**config.mk**
```make
export PLATFORM = sky130hd
export DESIGN_NAME = round_robin_task_queue_unit
export DESIGN_NICKNAME = d
export VERILOG_FILES = /design/src/design/rrtq_pkg.sv /design/src/design/rrtq_cell.sv /design/src/design/rrtq_ctrl.sv /design/src/design/round_robin_task_queue_unit.sv
export VERILOG_INCLUDE_DIRS = /design/src /design/src/design
export SDC_FILE = /design/constraint.sdc
export NUM_CORES = 1
export LEC_CHECK = 0
export BUFFER_PORTS_ARGS = -buffer_cell sky130_fd_sc_hd__buf_2
export CAP_MARGIN = 20
export CORE_MARGIN = 2
export CORE_UTILIZATION = 56
export DETAILED_ROUTE_END_ITERATION = 7
export GPL_TIMING_DRIVEN = 0
export PLACE_DENSITY = 0.78
export SLEW_MARGIN = 20
export SYNTH_ARGS = -nofsm -noshare
export SYNTH_HDL_FRONTEND = slang
export SYNTH_SLANG_ARGS = --single-unit
```
**constraint.sdc**
```tcl
create_clock -name clk -period 2.8 [get_ports clk]
set_input_delay 0.28 -clock clk [delete_from_list [all_inputs] [get_ports clk]]
set_output_delay 0.28 -clock clk [all_outputs]
set_load 0.03 [all_outputs]
```
**src/design/round_robin_task_queue_unit_assert.svh**
```systemverilog
// assertion macros shared by the scheduler modules
// both expect clk and arst_n in scope
`ifndef ROUND_ROBIN_TASK_QUEUE_UNIT_ASSERT_SVH
`define ROUND_ROBIN_TASK_QUEUE_UNIT_ASSERT_SVH

`define RRTQ_ASSERT_ALWAYS(label, prop, msg) \
	label: assert property (@(posedge clk) disable iff (!arst_n) (prop)) else $error(msg);

`define RRTQ_ASSERT_IMPLIES(label, ante, cons, msg) \
	label: assert property (@(posedge clk) disable iff (!arst_n) (ante) |-> (cons)) \
		else $error(msg);

`endif

```
**src/design/rrtq_pkg.sv**
```systemverilog
`timescale 1ns / 1ps

package rrtq_pkg;

	localparam int ID_W              = 4;
	localparam int FUNC_W            = 3;
	localparam int EXIT_W            = 8;
	localparam int STATUS_W          = 2;
	localparam int QLEN_W            = 5;
	localparam int DEFAULT_MAX_TASKS = 16;

	localparam int S_TDATA_W = 16;
	localparam int M_TDATA_W = 16;
	localparam int M_PAD_W   = M_TDATA_W - (ID_W + STATUS_W + 1 + QLEN_W);

	localparam logic [FUNC_W-1:0] FUNC_CREATE  = 3'd0;
	localparam logic [FUNC_W-1:0] FUNC_ADD     = 3'd1;
	localparam logic [FUNC_W-1:0] FUNC_KILL    = 3'd2;
	localparam logic [FUNC_W-1:0] FUNC_PAUSE   = 3'd3;
	localparam logic [FUNC_W-1:0] FUNC_RESTART = 3'd4;
	localparam logic [FUNC_W-1:0] FUNC_PICK    = 3'd5;

	localparam logic [STATUS_W-1:0] STATUS_OK      = 2'd0;
	localparam logic [STATUS_W-1:0] STATUS_BAD     = 2'd1;
	localparam logic [STATUS_W-1:0] STATUS_EMPTY   = 2'd2;
	localparam logic [STATUS_W-1:0] STATUS_NO_ID   = 2'd3;

	typedef enum logic [1:0] {
		MODE_INIT,
		MODE_RUNNING,
		MODE_WAITING,
		MODE_STOPPED
	} mode_t;

	typedef enum logic [2:0] {
		Q_IDLE,
		Q_APPEND,
		Q_MARK,
		Q_STEP,
		Q_ROTATE
	} q_op_t;

	typedef struct packed {
		q_op_t            op;
		logic [ID_W-1:0]  id;
	} q_cmd_t;

	typedef struct packed {
		logic             any_hole;
		logic [ID_W-1:0]  head_id;
	} q_stat_t;

	// only ids that fit the id field can ever enter the queue
	function automatic int queue_depth(int max_tasks);
		return (max_tasks < (2 ** ID_W)) ? max_tasks : (2 ** ID_W);
	endfunction

endpackage

```
**src/design/rrtq_cell.sv**
```systemverilog
`timescale 1ns / 1ps

module rrtq_cell (
	input  logic                        clk,
	input  logic                        arst_n,
	input  rrtq_pkg::q_cmd_t            cmd,
	input  logic                        prev_valid,
	input  logic                        prev_hole,
	input  logic                        next_valid,
	input  logic [rrtq_pkg::ID_W-1:0]   next_id,
	input  logic [rrtq_pkg::ID_W-1:0]   head_id,
	output logic                        valid,
	output logic                        hole,
	output logic [rrtq_pkg::ID_W-1:0]   id
);

	logic                        valid_q;
	logic                        hole_q;
	logic [rrtq_pkg::ID_W-1:0]   id_q;

	always_ff @(posedge clk or negedge arst_n) begin
		if (!arst_n) begin
			valid_q <= 1'b0;
			hole_q  <= 1'b0;
		end else begin
			case (cmd.op)
				rrtq_pkg::Q_APPEND: begin
					if (!valid_q && prev_valid) begin
						valid_q <= 1'b1;
					end
				end
				rrtq_pkg::Q_MARK: begin
					if (valid_q && id_q == cmd.id) begin
						hole_q <= 1'b1;
					end
				end
				rrtq_pkg::Q_STEP: begin
					// hole walks one cell toward the tail, dropping off the end
					if (hole_q) begin
						hole_q <= 1'b0;
						if (!next_valid) begin
							valid_q <= 1'b0;
						end
					end else if (prev_hole && valid_q) begin
						hole_q <= 1'b1;
					end
				end
				default: begin
				end
			endcase
		end
	end

	always_ff @(posedge clk) begin
		case (cmd.op)
			rrtq_pkg::Q_APPEND: begin
				if (!valid_q && prev_valid) begin
					id_q <= cmd.id;
				end
			end
			rrtq_pkg::Q_STEP: begin
				if (hole_q && next_valid) begin
					id_q <= next_id;
				end
			end
			rrtq_pkg::Q_ROTATE: begin
				if (valid_q) begin
					id_q <= next_valid ? next_id : head_id;
				end
			end
			default: begin
			end
		endcase
	end

	assign valid = valid_q;
	assign hole  = hole_q;
	assign id    = id_q;

endmodule

```
**src/design/rrtq_ctrl.sv**
```systemverilog
`timescale 1ns / 1ps
`include "round_robin_task_queue_unit_assert.svh"

module rrtq_ctrl #(
	parameter int MAX_TASKS = rrtq_pkg::DEFAULT_MAX_TASKS,
	localparam int DEPTH    = rrtq_pkg::queue_depth(MAX_TASKS),
	localparam int LEN_W    = $clog2(DEPTH + 1)
) (
	input  logic                              clk,
	input  logic                              arst_n,
	input  logic                              s_tvalid,
	output logic                              s_tready,
	input  logic [rrtq_pkg::S_TDATA_W-1:0]    s_tdata,
	output logic                              m_tvalid,
	input  logic                              m_tready,
	output logic [rrtq_pkg::M_TDATA_W-1:0]    m_tdata,
	output rrtq_pkg::q_cmd_t                  q_cmd,
	input  rrtq_pkg::q_stat_t                 q_stat,
	output logic [LEN_W-1:0]                  run_length
);

	localparam int IDX_W  = $clog2(DEPTH);
	localparam int NID_W  = $clog2(MAX_TASKS + 1);
	localparam int ID_LO  = rrtq_pkg::FUNC_W;
	localparam int ID_HI  = rrtq_pkg::FUNC_W + rrtq_pkg::ID_W - 1;
	localparam int ST_LO  = rrtq_pkg::ID_W;
	localparam int ST_HI  = rrtq_pkg::ID_W + rrtq_pkg::STATUS_W - 1;

	typedef enum logic [2:0] {
		S_IDLE,
		S_EXEC,
		S_REMOVE,
		S_APPEND,
		S_FINISH
	} state_t;

	state_t                                state_q;
	logic [rrtq_pkg::FUNC_W-1:0]           func_q;
	logic [rrtq_pkg::ID_W-1:0]             id_q;
	rrtq_pkg::mode_t                       mode_q [DEPTH];
	logic [LEN_W-1:0]                      len_q;
	logic [NID_W-1:0]                      next_id_q;
	logic [rrtq_pkg::ID_W-1:0]             chosen_q;
	logic [rrtq_pkg::STATUS_W-1:0]         status_q;
	logic                                  resched_q;
	logic                                  append_q;
	logic                                  hole_seen_q;
	logic                                  m_tvalid_q;
	logic [rrtq_pkg::M_TDATA_W-1:0]        m_tdata_q;

	logic                                  id_ok;
	logic [IDX_W-1:0]                      id_idx;
	logic [IDX_W-1:0]                      nid_idx;
	rrtq_pkg::mode_t                       cur_mode;
	logic                                  create_ok;
	logic                                  create_slot;

	assign id_ok       = int'(id_q) < MAX_TASKS;
	assign id_idx      = id_q[IDX_W-1:0];
	assign nid_idx     = next_id_q[IDX_W-1:0];
	assign cur_mode    = mode_q[id_idx];
	assign create_ok   = int'(next_id_q) < MAX_TASKS;
	assign create_slot = int'(next_id_q) < DEPTH;

	always_comb begin
		q_cmd.op = rrtq_pkg::Q_IDLE;
		q_cmd.id = id_q;
		case (state_q)
			S_EXEC: begin
				case (func_q)
					rrtq_pkg::FUNC_ADD, rrtq_pkg::FUNC_KILL: begin
						if (id_ok) begin
							q_cmd.op = rrtq_pkg::Q_MARK;
						end
					end
					rrtq_pkg::FUNC_PAUSE: begin
						if (id_ok && cur_mode == rrtq_pkg::MODE_RUNNING) begin
							q_cmd.op = rrtq_pkg::Q_MARK;
						end
					end
					rrtq_pkg::FUNC_PICK: begin
						if (len_q != '0) begin
							q_cmd.op = rrtq_pkg::Q_ROTATE;
						end
					end
					default: begin
					end
				endcase
			end
			S_REMOVE: begin
				if (q_stat.any_hole) begin
					q_cmd.op = rrtq_pkg::Q_STEP;
				end
			end
			S_APPEND: begin
				if (len_q != LEN_W'(DEPTH)) begin
					q_cmd.op = rrtq_pkg::Q_APPEND;
				end
			end
			default: begin
			end
		endcase
	end

	always_ff @(posedge clk or negedge arst_n) begin
		if (!arst_n) begin
			state_q     <= S_IDLE;
			func_q      <= '0;
			id_q        <= '0;
			for (int i = 0; i < DEPTH; i++) begin
				mode_q[i] <= rrtq_pkg::MODE_INIT;
			end
			len_q       <= '0;
			next_id_q   <= '0;
			chosen_q    <= '0;
			status_q    <= rrtq_pkg::STATUS_OK;
			resched_q   <= 1'b0;
			append_q    <= 1'b0;
			hole_seen_q <= 1'b0;
			m_tvalid_q  <= 1'b0;
			m_tdata_q   <= '0;
		end else begin
			if (m_tvalid_q && m_tready && state_q != S_FINISH) begin
				m_tvalid_q <= 1'b0;
			end
			unique case (state_q)
				S_IDLE: begin
					if (s_tvalid) begin
						func_q      <= s_tdata[rrtq_pkg::FUNC_W-1:0];
						id_q        <= s_tdata[ID_HI:ID_LO];
						chosen_q    <= '0;
						status_q    <= rrtq_pkg::STATUS_OK;
						resched_q   <= 1'b0;
						append_q    <= 1'b0;
						hole_seen_q <= 1'b0;
						state_q     <= S_EXEC;
					end
				end
				S_EXEC: begin
					state_q <= S_FINISH;
					case (func_q)
						rrtq_pkg::FUNC_CREATE: begin
							if (create_ok) begin
								chosen_q  <= rrtq_pkg::ID_W'(next_id_q);
								next_id_q <= next_id_q + 1'b1;
								if (create_slot) begin
									mode_q[nid_idx] <= rrtq_pkg::MODE_INIT;
								end
							end else begin
								status_q <= rrtq_pkg::STATUS_NO_ID;
							end
						end
						rrtq_pkg::FUNC_ADD: begin
							if (id_ok) begin
								mode_q[id_idx] <= rrtq_pkg::MODE_RUNNING;
								append_q       <= 1'b1;
								state_q        <= S_REMOVE;
							end else begin
								status_q <= rrtq_pkg::STATUS_BAD;
							end
						end
						rrtq_pkg::FUNC_KILL: begin
							if (id_ok) begin
								mode_q[id_idx] <= rrtq_pkg::MODE_STOPPED;
								resched_q      <= 1'b1;
								state_q        <= S_REMOVE;
							end else begin
								status_q <= rrtq_pkg::STATUS_BAD;
							end
						end
						rrtq_pkg::FUNC_PAUSE: begin
							if (id_ok && cur_mode == rrtq_pkg::MODE_RUNNING) begin
								mode_q[id_idx] <= rrtq_pkg::MODE_WAITING;
								resched_q      <= 1'b1;
								state_q        <= S_REMOVE;
							end else begin
								status_q <= rrtq_pkg::STATUS_BAD;
							end
						end
						rrtq_pkg::FUNC_RESTART: begin
							if (id_ok && cur_mode == rrtq_pkg::MODE_WAITING) begin
								mode_q[id_idx] <= rrtq_pkg::MODE_RUNNING;
								state_q        <= S_APPEND;
							end else begin
								status_q <= rrtq_pkg::STATUS_BAD;
							end
						end
						rrtq_pkg::FUNC_PICK: begin
							if (len_q == '0) begin
								status_q <= rrtq_pkg::STATUS_EMPTY;
							end else begin
								chosen_q <= q_stat.head_id;
							end
						end
						default: begin
						end
					endcase
				end
				S_REMOVE: begin
					if (q_stat.any_hole) begin
						if (!hole_seen_q) begin
							len_q       <= len_q - 1'b1;
							hole_seen_q <= 1'b1;
						end
					end else begin
						state_q <= append_q ? S_APPEND : S_FINISH;
					end
				end
				S_APPEND: begin
					if (len_q != LEN_W'(DEPTH)) begin
						len_q <= len_q + 1'b1;
					end
					state_q <= S_FINISH;
				end
				S_FINISH: begin
					if (!m_tvalid_q || m_tready) begin
						m_tvalid_q <= 1'b1;
						m_tdata_q  <= {{rrtq_pkg::M_PAD_W{1'b0}}, rrtq_pkg::QLEN_W'(len_q),
							resched_q, status_q, chosen_q};
						state_q    <= S_IDLE;
					end
				end
				default: begin
					state_q <= S_IDLE;
				end
			endcase
		end
	end

	assign s_tready   = (state_q == S_IDLE);
	assign m_tvalid   = m_tvalid_q;
	assign m_tdata    = m_tdata_q;
	assign run_length = len_q;

	`RRTQ_ASSERT_ALWAYS(a_len_bound, len_q <= LEN_W'(DEPTH), "run length beyond queue depth")
	`RRTQ_ASSERT_ALWAYS(a_next_id_bound, int'(next_id_q) <= MAX_TASKS, "next id overran")
	`RRTQ_ASSERT_IMPLIES(a_fail_no_id, m_tvalid_q && m_tdata_q[ST_HI:ST_LO] != rrtq_pkg::STATUS_OK,
		m_tdata_q[rrtq_pkg::ID_W-1:0] == '0, "failed request carries a task id")

endmodule

```
**src/design/round_robin_task_queue_unit.sv**
```systemverilog
// round robin task scheduler
// s_* channel: one scheduler request per transfer (create, add, kill, pause,
// restart, pick); m_* channel: exactly one response per request, in order
// requests are handled one at a time; s_tready is high only while idle
// create, pick, unknown and rejected requests pass through the execute and finish
// states (a successful restart also through append); the next request is taken
// once the response is registered; add, kill and pause also pass through the
// remove state until the task's old slot has left the queue, and leave it at once
// when the task is not queued; the run queue is a row of cells and a removed slot
// walks to the tail one cell per cycle, add then appends the task before finishing
// the response sits in an output register; a stalled m_tready only holds the
// finished response, and the scheduler waits in its finish state until the earlier one is taken
// reset clears all task modes, the run queue and the id counter; no clearing
// pass is needed, the first request can be taken right after reset
`timescale 1ns / 1ps
`include "round_robin_task_queue_unit_assert.svh"

module round_robin_task_queue_unit #(
	parameter int MAX_TASKS = rrtq_pkg::DEFAULT_MAX_TASKS
) (
	input  logic                              clk,
	input  logic                              arst_n,
	input  logic                              s_tvalid,
	output logic                              s_tready,
	// func[2:0], task_id[6:3], exit_status[14:7], zero[15]
	input  logic [rrtq_pkg::S_TDATA_W-1:0]    s_tdata,
	output logic                              m_tvalid,
	input  logic                              m_tready,
	// chosen_id[3:0], status[5:4], resched_set[6], queue_length[11:7], zero[15:12]
	output logic [rrtq_pkg::M_TDATA_W-1:0]    m_tdata
);

	localparam int DEPTH = rrtq_pkg::queue_depth(MAX_TASKS);
	localparam int LEN_W = $clog2(DEPTH + 1);

	rrtq_pkg::q_cmd_t              q_cmd;
	rrtq_pkg::q_stat_t             q_stat;
	logic [LEN_W-1:0]              run_length;
	logic [DEPTH-1:0]              valid_vec;
	logic [DEPTH-1:0]              hole_vec;
	logic [rrtq_pkg::ID_W-1:0]     id_arr [DEPTH];

	rrtq_ctrl #(
		.MAX_TASKS (MAX_TASKS)
	) u_ctrl (
		.clk        (clk),
		.arst_n     (arst_n),
		.s_tvalid   (s_tvalid),
		.s_tready   (s_tready),
		.s_tdata    (s_tdata),
		.m_tvalid   (m_tvalid),
		.m_tready   (m_tready),
		.m_tdata    (m_tdata),
		.q_cmd      (q_cmd),
		.q_stat     (q_stat),
		.run_length (run_length)
	);

	for (genvar i = 0; i < DEPTH; i++) begin : g_cell
		logic                        prev_valid;
		logic                        prev_hole;
		logic                        next_valid;
		logic [rrtq_pkg::ID_W-1:0]   next_id;

		if (i == 0) begin : g_head
			assign prev_valid = 1'b1;
			assign prev_hole  = 1'b0;
		end else begin : g_mid
			assign prev_valid = valid_vec[i-1];
			assign prev_hole  = hole_vec[i-1];
		end

		if (i == DEPTH - 1) begin : g_tail
			assign next_valid = 1'b0;
			assign next_id    = '0;
		end else begin : g_body
			assign next_valid = valid_vec[i+1];
			assign next_id    = id_arr[i+1];
		end

		rrtq_cell u_cell (
			.clk        (clk),
			.arst_n     (arst_n),
			.cmd        (q_cmd),
			.prev_valid (prev_valid),
			.prev_hole  (prev_hole),
			.next_valid (next_valid),
			.next_id    (next_id),
			.head_id    (id_arr[0]),
			.valid      (valid_vec[i]),
			.hole       (hole_vec[i]),
			.id         (id_arr[i])
		);
	end

	assign q_stat.any_hole = |hole_vec;
	assign q_stat.head_id  = id_arr[0];

	`RRTQ_ASSERT_ALWAYS(a_single_hole, $onehot0(hole_vec), "more than one hole in run queue")
	`RRTQ_ASSERT_ALWAYS(a_packed_queue, (valid_vec & (valid_vec + DEPTH'(1))) == '0,
		"run queue cells not packed from the head")
	`RRTQ_ASSERT_IMPLIES(a_len_matches, !q_stat.any_hole,
		$countones(valid_vec) == int'(run_length), "run length disagrees with cells")

endmodule
```
==> summary by stage <==
Run status
The run finished, with violations left. The checks that failed: negative setup slack.

Clock tree
The CTS tree is yes. The source-to-sink clock delay at the later pin of the worst-skew pair is 0.44 ns. The number of buffers between clock root and the deepest sink is 2.

The master cell of the clock root buffer is sky130_fd_sc_hd__clkbuf_16. The clock-pin slew on the worst setup and hold paths is 0.07 ns. The H-tree generated during clock tree synthesis spans 4 levels. The clock drives 170 sinks. In this run, CTS created clock tree buffers numbering 17.

Setup path
The critical path goes through buf_6 > mux4_2 > mux2_4 > o2111a_2 > or3_1 > buf_6 > o41ai_1 > o22ai_1. The setup path with the least slack is of type flop to flop. The critical path required time is 3.09 ns.

Measured in cells, the most critical reg-to-reg path has a length of 8. The critical path capture point type is a flop. The number of cells on the critical path is 8. The endpoint identified for the worst register-to-register timing path is u_ctrl.mode_q[28]$_DFFE_PN0P_. STA puts the critical path data arrival time at roughly 3.3 ns. The setup slack of the most critical reg-to-reg path is -0.20 ns. The cell that appears most often on the critical path is sky130_fd_sc_hd__buf_6.

In this run the worst path has a maximum fanout of 6. The critical path's largest stage delay is 0.58 ns. The worst setup path is launched from a flop. The largest individual stage delay along the critical path comes from the cell sky130_fd_sc_hd__mux4_2. The startpoint of the worst register-to-register path is u_ctrl.id_idx[1]$_DFFE_PN0P_. The number of buffer and inverter instances along the worst setup path is 2.

Grouping stages by cell kind, the critical path spends the most delay in multiplexers.

Die
In this run the horizontal extent of the chip is ~130 um. The initial core utilization is 57.6%. The die area is ~18000 um^2. The area of the core is between 15000 and 20000 um^2. 38 I/O pins were placed. In this run the vertical extent of the chip is ~130 um. The total number of placement rows is 47.

Job
Max-cap violations in this run came to 0.

Placement
The HPWL after detailed placement is 18400 um. In this run the cell area measured after placement is about 10000 um^2. The port buffer count is 24. The worst slack after detailed placement is -0.783 ns. Routability-driven placement finished with a final weighted congestion of around 0.97.

Detailed routing
The total number of vias is around 8700. The post-route DRC violation count is 0. The first detailed-routing pass ran for 6 iterations. Summed over all layers, the routed wires come to between 20000 and 30000 um. The first routing iteration left between 1000 and 1500 violations. The post-detailed-route count of antenna-violating nets is 0. Dividing the detail-routed wire length by the instance count gives between 20 and 25 um. The detailed-route vias per instance is between 6 and 7.

STA
The hold violation count in the final report was 0. For the finished layout, the period the worst path requires is between 2 and 3 ns. Clock skew on the completed layout was measured at 0.0104 ns. The tightest slew margin relative to the limit is 34.6%. The count of endpoints failing setup in the final report is 41. The slew at the pin with the worst max-slew slack is approximately 1 ns.

The final total negative setup slack is -4.34 ns. Once routing completed, OpenROAD measured the worst setup slack at -0.198 ns. The final-layout worst hold slack is 0.0297 ns. The final count of pins violating max slew is 0.

The share of the cycle needed by the critical path after routing is 107%. Setup repair after global routing could not meet its margin everywhere. The fmax is 334 MHz.

Power and ir drop
The worst-case vdd ir drop is ~860 uV. The leakage power summed over all cells is about 4.5 nW. The final total power is approximately 12 mW. Dividing total power by cell area gives a power density of between 1000 and 1500 nW/um^2.

Worst hold path
In this run the most critical hold path is launched from s_tdata[2]. The worst hold path terminates at u_ctrl.func_q[2]$_DFFE_PN0P_. The cell depth of the worst hold path is 3. The path category of the worst min-delay check is primary input to flop.

Global routing
Entering global routing, the biggest net connects 63 pins. The initial antenna violation count is 0. The residual overflow from global routing is 0.

The via count of the first global-routing pass is roughly 8300. The first global-routing pass estimated 44400 um of wire. The total global-route track usage is 31.8%.

Logic synthesis
The number of flops mapped to enable cells by yosys is 64. Of all flip-flops after synthesis, the portion carrying an async set or reset was roughly 62%. After technology mapping, the gate count stands at just under 1000.

The post-synthesis average cell area is between 9 and 10 um^2. The number of warnings printed during yosys synthesis is 0. The number of distinct library cells after synthesis is 72. For this run, the register share of the synthesized area comes to approximately 48%. Counting flops and latches in the post-synthesis netlist gives 170. After synthesis the cells add up to between 9000 and 10000 um^2. Among all flip-flop cells after synthesis, the most frequent one is sky130_fd_sc_hd__dfrtp_1.

Layout
The total inserted antenna cells is 0. After the last flow step, the layout net total stands at roughly 1100. The final instance area is about 11000 um^2. The filler cells instantiated in the layout total around 1200. The top cell types in the final layout, fill and taps aside, are sky130_fd_sc_hd__nand2_1, sky130_fd_sc_hd__dfrtp_1, sky130_fd_sc_hd__edfxtp_1. The library cell used most frequently in the layout, excluding fill and tap cells, is sky130_fd_sc_hd__nand2_1. The area overhead of the layout relative to synthesis is 19.8%.

Cells with a size suffix above 1 make up 19.5% of the layout.
## Yosys cell counts (14+ instances only)
cell | number | area (um^2)
sky130_fd_sc_hd__edfxtp_1 | 64 | 1920
sky130_fd_sc_hd__o211ai_1 | 55 | 413
sky130_fd_sc_hd__nand2_1 | 220 | 826
sky130_fd_sc_hd__o21ai_0 | 28 | 140
sky130_fd_sc_hd__nor3_1 | 27 | 135
sky130_fd_sc_hd__nand3_1 | 40 | 200
sky130_fd_sc_hd__a22oi_1 | 15 | 113
sky130_fd_sc_hd__nor2_1 | 34 | 128
sky130_fd_sc_hd__o31ai_1 | 14 | 105
sky130_fd_sc_hd__xnor2_1 | 24 | 210
sky130_fd_sc_hd__mux2_2 | 19 | 214
sky130_fd_sc_hd__clkbuf_1 | 61 | 229
sky130_fd_sc_hd__o221ai_1 | 14 | 123
sky130_fd_sc_hd__xor2_1 | 50 | 438
sky130_fd_sc_hd__dfrtp_1 | 106 | 2650
sky130_fd_sc_hd__a21oi_1 | 14 | 70.1
sky130_fd_sc_hd__o22ai_1 | 20 | 125
## area by class of cell
cell class	instances	area, um^2	share of cell area (%)
Sequential cell	170	4570	39.9
Clock inverter	13	121	1.06
Timing Repair Buffer	45	364	3.17
Tap cell	220	275	2.40
Inverter	9	33.8	0.295
Buffer	77	464	4.05
Multi-Input combinational cell	720	5200	45.4
Clock buffer	19	433	3.77
## worst register-to-register path: cells and delay by family (launching register included)
kind	cells	cell delay [ns]
AOI/OAI and AO/OA	3	0.88
DFF	1	0.37
muxes	2	0.90
buffers and inverters	2	0.31
and+or+nand+nor	1	0.38
## timing repair
action | 4_1_cts | 5_1_grt
endpoints found under the hold margin | 44 | 0
setup endpoints to repair | 171 | 155
pin swaps | 17 | 23
gates resized for setup | 108 | 43
gates cloned | 2 | 2
setup buffers | 11 | 5
hold buffers | 1 | 0
## flip-flops by register name (all words and copies together) (netlist names)
register             flops
u_ctrl.run_length        5
u_ctrl.mode_q           32
u_ctrl.func_q            3
u_ctrl.append_q          1
g_cell.u_cell.id        64
u_ctrl.chosen_q          4
g_cell.u_cell.hole      16
u_ctrl.id_idx            4
u_ctrl.m_tdata          12
u_ctrl.hole_seen_q       1
g_cell.u_cell.valid     16
u_ctrl.state_q           3
u_ctrl.next_id_q         5
u_ctrl.status_q          2
u_ctrl.resched_q         1
u_ctrl.m_tvalid          1
## power by group
part	internal (mW)	leakage, nW	switching [mW]
Clock	1.23	0.252	1.06
Sequential	3.17	2.01	0.443
Combinational	2.26	2.20	3.92
Total	6.66	4.47	5.41
## metal layers
metal  up-vias  global-route usage, %  share of wire [%]
li1       3728                      -                  -
met1      4235                   40.9                 39
met2       564                   52.3                 48
met3       128                   6.38                8.8
met4         0                   14.3                4.3
met5         -                      0                  0
## metrics by stage
stage / cells / utilization [%]
6_report: 1273 / 68.9
5_1_grt: 1273 / 68.9
4_1_cts: 1271 / 67.4
3_5_place_dp: 1226 / 60.2
3_3_place_gp: 1225 / 60.0
2_1_floorplan: 981 / -
## worst max path at each step
stage | startpoint | endpoint | slack (ns)
6_report | u_ctrl.id_idx[1]$_DFFE_PN0P_ | u_ctrl.mode_q[28]$_DFFE_PN0P_ | -0.20
5_1_grt | u_ctrl.id_idx[1]$_DFFE_PN0P_ | u_ctrl.mode_q[9]$_DFFE_PN0P_ | -0.27
4_1_cts | u_ctrl.id_idx[1]$_DFFE_PN0P_ | u_ctrl.mode_q[19]$_DFFE_PN0P_ | -0.06
3_5_place_dp | u_ctrl.func_q[0]$_DFFE_PN0P_ | g_cell[12].u_cell.id[2]$_DFFE_PP_ | -0.78
3_3_place_gp | u_ctrl.func_q[0]$_DFFE_PN0P_ | g_cell[12].u_cell.id[2]$_DFFE_PP_ | -0.74
2_1_floorplan | u_ctrl.id_idx[1]$_DFFE_PN0P_ | u_ctrl.mode_q[18]$_DFFE_PN0P_ | 0.14
## cells by family (layout without fill, tap and decap cells)
logic type      Yosys count  count (layout)  synth area share, %
flops                   170             170                 47.8
simple gates            374             374                 17.3
xor+xnor                 74              74                 6.77
fa+ha+maj                 8               8                 1.12
other cells               1               4               0.0392
buf+inv                  91             163                 4.11
mux                      37              37                 5.25
compound gates          223             223                 17.6
No activity file was read; power rests on OpenSTA's default activity.
